File: src/rtl/core/ps2kd_ram.sv
// ps2kd_ram: generic single-port-write, single-port-read ram with registered read
// width and depth set by parameters; depends on nothing
module ps2kd_ram #(
   parameter int WIDTH = 8,
   parameter int DEPTH = 256
) (
   input  logic                     clock,
   input  logic                     wr_en,
   input  logic [$clog2(DEPTH)-1:0] wr_addr,
   input  logic [WIDTH-1:0]         wr_data,
   input  logic                     rd_en,
   input  logic [$clog2(DEPTH)-1:0] rd_addr,
   output logic [WIDTH-1:0]         rd_data
);

   logic [WIDTH-1:0] mem [DEPTH];
   logic [WIDTH-1:0] rd_data_ff;

   // write port
   always_ff @(posedge clock) begin
      if (wr_en) begin
         mem[wr_addr] <= wr_data;
      end
   end

   // registered read, holds when not enabled
   always_ff @(posedge clock) begin
      if (rd_en) begin
         rd_data_ff <= mem[rd_addr];
      end
   end

   assign rd_data = rd_data_ff;

endmodule

File: config.mk
export PLATFORM = sky130hd
export DESIGN_NAME = ps2kd_ram
export DESIGN_NICKNAME = d
export VERILOG_FILES = /design/src/rtl/core/ps2kd_ram.sv
export SDC_FILE = /design/constraint.sdc
export NUM_CORES = 2
export LEC_CHECK = 0
export BUFFER_PORTS_ARGS = -buffer_cell sky130_fd_sc_hd__clkbuf_2
export CAP_MARGIN = 0
export CORE_ASPECT_RATIO = 0.75
export CORE_MARGIN = 5
export CORE_UTILIZATION = 30
export CTS_BUF_LIST = sky130_fd_sc_hd__clkbuf_4 sky130_fd_sc_hd__clkbuf_8 sky130_fd_sc_hd__clkbuf_16
export CTS_CLUSTER_DIAMETER = 60
export CTS_CLUSTER_SIZE = 14
export DETAILED_ROUTE_END_ITERATION = 12
export PLACE_DENSITY = 0.44
export SLEW_MARGIN = 20
export SYNTH_ARGS = -nofsm -noshare
export SYNTH_HDL_FRONTEND = slang
export SYNTH_SLANG_ARGS = --single-unit
File: constraint.sdc
create_clock -name clock -period 3.4 [get_ports clock]
set_input_delay 0.68 -clock clock [delete_from_list [all_inputs] [get_ports clock]]
set_output_delay 0.68 -clock clock [all_outputs]
set_load 0.03 [all_outputs]
Yosys cells after proc, flatten, opt, wreduce, memory -nomap -nowiden
Memory sizes are Yosys's and may differ from the RTL's. A register that Yosys moved wholly into a read port is not among the register bits.
Cells that the tools add are included.
W data, S select, Z words.
{ "op_classes": {"eq_ne": 0, "muxes": 2, "n_bitwise": 0, "addsub": 0, "magnitude_cmp": 0, "multipliers": 0, "shifts": 0, "div_mod_pow": 0, "reduce_logical": 0} }
{ "ops": {"columns": ["op", "n"], "rows": [
  ["$mux W1", 2]
]} }
{ "totals": {"latch_bits": 0, "wordCells": 3, "input_bits": 27, "n_memories": 1, "rom_bits": 0, "out_inout_bits": 8, "mem_bits_rw": 2048, "register_bits": 0} }
{ "memory_table": {"columns": ["memory", "words", "word_bits", "rd", "rd_clocked_by_memory_dff", "write_ports", "line_no", "source"], "rows": [
  ["mem", 256, 8, 1, 1, 1, "16", "logic [WIDTH-1:0] mem [DEPTH];"]
]} }

Longest topological paths before layout
{ "depth": {"word_depth": 2, "mapped_depth": 11, "ltp_nobuf": 6} }

Worst setup path after synthesis
No wires, ideal clock.
{ "synth_path": {"path_kind": "input -> register", "from": "in rd_addr[0]", "to": "reg rd_data_ff[2] (netlist: rd_data[2]), read port of mem, data pin", "required_time_ns": 3.131, "path_buffers": 4, "setup_slack_ns": 0.644, "arrival_time_ns": 2.487, "setup_ns": 0.269, "cell_stages": 9, "cell_sequence": "buf_6 buf_12 buf_8 buf_2 mux4_2 a22oi_1 a21oi_1 nor4_1 nor4_2"} }
{ "synth_rtl": {"columns": ["element", "line_no", "source"], "rows": [
  ["start: declaration", "12", "input logic [$clog2(DEPTH)-1:0] rd_addr,"],
  ["end: declaration", "17", "logic [WIDTH-1:0] rd_data_ff;"]
]} }

==> impl_metrics.json <==
{
  "clockBufferDepth": 4,
  "synthAdderAreaFrac_pct": 0,
  "slowest_stage": "nor3_1",
  "die_w_um": 605,
  "hold_buffers": 0,
  "synthTopCellsByArea": "edfxtp_1, mux4_2, mux2i_1, nor2_1, a22oi_1",
  "drt_first_pass_iters": 5,
  "numClockSinks": 2056,
  "muxShareOfSynthArea_pct": 14.6,
  "synth_top_family_by_area": "multiplexers",
  "grt_pass1_vias": 40416,
  "path_cells": "buf_8 -> buf_4 -> mux4_2 -> a22o_1 -> a221oi_1 -> o32ai_1 -> nor3_1 -> nor4_1",
  "syn_area_um2": 79600,
  "place.gp.congestion": 0.805,
  "postCtsSetupBuffers": 0,
  "via_per_inst": 5.08,
  "cp_top_family": "simple AND/OR/NAND/NOR gates",
  "worst_slew_margin_rel_pct": 34.9,
  "rsz0062_at_grt": "no",
  "grt_pass1_wl_um": 325000,
  "core_area_um2": 264000,
  "port_buffers": 34,
  "critical_path_class": "input pin to flip-flop",
  "dp.cells": 7655,
  "drc_errors": 0,
  "synth_cell_types": 54,
  "syn_to_final_growth_pct": 16.8,
  "ctsResizeCount": 0,
  "ys_seq_elements": 2056,
  "fin_area_um2": 93100,
  "fin_skew_ns": 0.0375,
  "globalRouteTotalUtil_pct": 16.4,
  "clock_latency_ns": 0.85,
  "crit_fanout": 20,
  "dpl.hpwl_um": 149000,
  "hp-class": "input pin to flip-flop",
  "vias": 40007,
  "synth-main-ff-cell": "edfxtp_1",
  "fin_cells": 7871,
  "period_minus_slack_ns": 3.04,
  "finalHoldViolCount": 0,
  "cts_buffers": 178,
  "yosysMostFrequentCell": "edfxtp_1",
  "initial_core_util_pct": 30.2,
  "fmax_mhz": 329,
  "power_density_nw_per_um2": 532,
  "die_h_um": 456,
  "crit_arrival_ns": 3.57,
  "ys_top_cells_by_count": "edfxtp_1, mux4_2, nor2_1",
  "grt_max_degree": 107,
  "reg2regPathDepth": 6,
  "gr-total-overflow": 0,
  "synth-simple-area-share_pct": 2.63,
  "post_route_cells_drive_above_1_share_pct": 30.1,
  "root_buffer": "clkbuf_16",
  "dieArea_um2": 276000,
  "seq_area_frac_synth_pct": 77.5,
  "finalMaxSlewViolations": 0,
  "syn_inst": 3733,
  "end_kind": "flip-flop",
  "hold_end": "mem[89][1]$_DFFE_PP_",
  "irDropWorstVdd_uv": 313,
  "p_leak_nw": 29.1,
  "yosys_warnings": 0,
  "antenna_found_initial": 23,
  "cpPeakStageDelay_ns": 0.72,
  "required_ns": 3.94,
  "dpl_cell_area_um2": 88200,
  "path_depth": 8,
  "post_drt_wl_per_cell_um": 29.4,
  "status": "finished clean",
  "worstReg2RegStart": "mem[211][2]$_DFFE_PP_",
  "finalCritPeriodShare_pct": 89.3,
  "reg2reg_to": "rd_data[2]$_DFFE_PP_",
  "cts.htree.levels": 4,
  "initialDrtViolationCount": 4137,
  "r2r_setup_slack_ns": 0.54,
  "drv_cap": 0,
  "setup-violations-final": 0,
  "syn_area_per_cell_um2": 21.3,
  "synth_xor_area_share_pct": 0,
  "cp.buffers_inverters": 2,
  "nFillCells": 24403,
  "synth_top_area_cell": "edfxtp_1",
  "drtAntennaViolNets": 0,
  "hold_start": "wr_data[1]",
  "synth_edf_count": 2056,
  "hold_depth": 1,
  "rows": 163,
  "async_flop_share_pct": 0,
  "synth_compound_area_share_pct": 3.42,
  "worst_pin_slew_ns": 0.977,
  "cts_tree": "done",
  "pin_count": 35,
  "cts.clk_slew.worst_paths_ns": 0.07,
  "synth_top_area_share_pct": 77.5,
  "syn_nets": 3760,
  "critPathLaunchType": "input pin",
  "multi_input_area_um2": 16500,
  "nets": 4316,
  "regArea_um2": 61700,
  "finalWirelength_um": 231000
}
[state kept, by name (all words and copies together), names as in the netlist]
register	cells
rd_data	8
mem	2048
[logic make-up after synthesis]
group,after synthesis
AOI/OAI and AO/OA,385
DFF,2056
buffers and inverters,235
and+or+nand+nor,466
muxes,591
[worst register-to-register path, cell delays in order (launching register included)]
cell and delay, ns:
edfxtp_1 0.36, mux4_2 0.48, a22oi_1 0.49, a21oi_1 0.41
nor4_1 0.63, buf_4 0.22, nor4_2 0.04
[routing by layer]
layer | routed length (um) | track usage [%] | vias to the layer above | share of wire (%)
met3 | 14600 | 2.62 | 228 | 6.3
met1 | 111000 | 25.8 | 21768 | 48
li1 | - | - | 16707 | -
met5 | 0 | 0 | - | 0
met4 | 3710 | 2.86 | 0 | 1.6
met2 | 102000 | 24.2 | 1304 | 44
[worst max path at each step]
stage,startpoint,endpoint
after CTS,rd_addr[0],rd_data[3]$_DFFE_PP_
after detailed placement,rd_addr[0],rd_data[3]$_DFFE_PP_
final,rd_addr[0],rd_data[3]$_DFFE_PP_
after global placement,rd_addr[0],rd_data[3]$_DFFE_PP_
after global routing,rd_addr[0],rd_data[3]$_DFFE_PP_
after floorplan,rd_addr[0],rd_data[2]$_DFFE_PP_
[power by group]
| part | switching (W) | leakage, nW | total (W) | internal, W |
|---|---|---|---|---|
| clock network | 0.00887 | 2.36 | 0.0186 | 0.00969 |
| logic | 0.00188 | 8.22 | 0.00299 | 0.00111 |
| registers | 0.0000267 | 18.5 | 0.0280 | 0.0279 |
[through the flow]
| stage | power, W | setup slack (ns) | hold WS (ns) | setup TNS [ns] | util (%) |
|---|---|---|---|---|---|
| 5_1_grt | 0.0512 | 0.195 | 0.213 | 0 | 35.3 |
| 2_1_floorplan | 0.0299 | 0.644 | 0.779 | 0 | - |
| 3_3_place_gp | 0.0316 | -0.580 | 1.11 | -2.46 | 33.5 |
| 4_1_cts | 0.0502 | 0.331 | 0.164 | 0 | 35.3 |
| 6_report | 0.0495 | 0.365 | 0.258 | 0 | 35.3 |
| 3_5_place_dp | 0.0316 | -0.573 | 1.11 | -2.36 | 33.5 |
[cells in the final DEF, fill, tap and decap left out, types with 4 or more instances in the layout]
| master | Yosys | layout |
|---|---|---|
| nor4_1 | 24 | 24 |
| a22oi_1 | 133 | 133 |
| clkbuf_4 | 0 | 11 |
| o22a_1 | 5 | 5 |
| edfxtp_1 | 2056 | 2056 |
| a211oi_1 | 16 | 14 |
| clkbuf_2 | 0 | 21 |
| mux4_2 | 454 | 454 |
| o22ai_1 | 28 | 28 |
| and2_1 | 6 | 5 |
| or2_2 | 4 | 4 |
| nor3_1 | 22 | 22 |
| buf_12 | 8 | 74 |
| buf_4 | 27 | 502 |
| a22o_1 | 8 | 8 |
| o221ai_1 | 46 | 46 |
| o21ai_0 | 10 | 10 |
| nor2_1 | 282 | 279 |
| nor2b_1 | 31 | 28 |
| nand4_1 | 10 | 10 |
| diode_2 | 0 | 7 |
| buf_8 | 13 | 10 |
| nand3_2 | 0 | 9 |
| clkbuf_16 | 0 | 182 |
| nand3_1 | 34 | 25 |
| a221oi_1 | 13 | 13 |
| nand2b_1 | 8 | 8 |
| nand2_1 | 33 | 33 |
| clkinv_1 | 1 | 4 |
| a21oi_1 | 96 | 96 |
| o211ai_1 | 10 | 10 |
| o32ai_1 | 4 | 4 |
| mux2i_1 | 134 | 134 |
[area by class of cell]
cell class                      count  area share, %
Sequential cell                  2056           66.4
Multi-Input combinational cell   1442           17.8
Timing Repair Buffer              609           5.93
Clock buffer                      192           4.98
Tap cell                         3547           4.77
Clock inverter                     16          0.171
Antenna cell                        7         0.0188
Inverter                            2        0.00807
(Power assumes the default switching activity.)
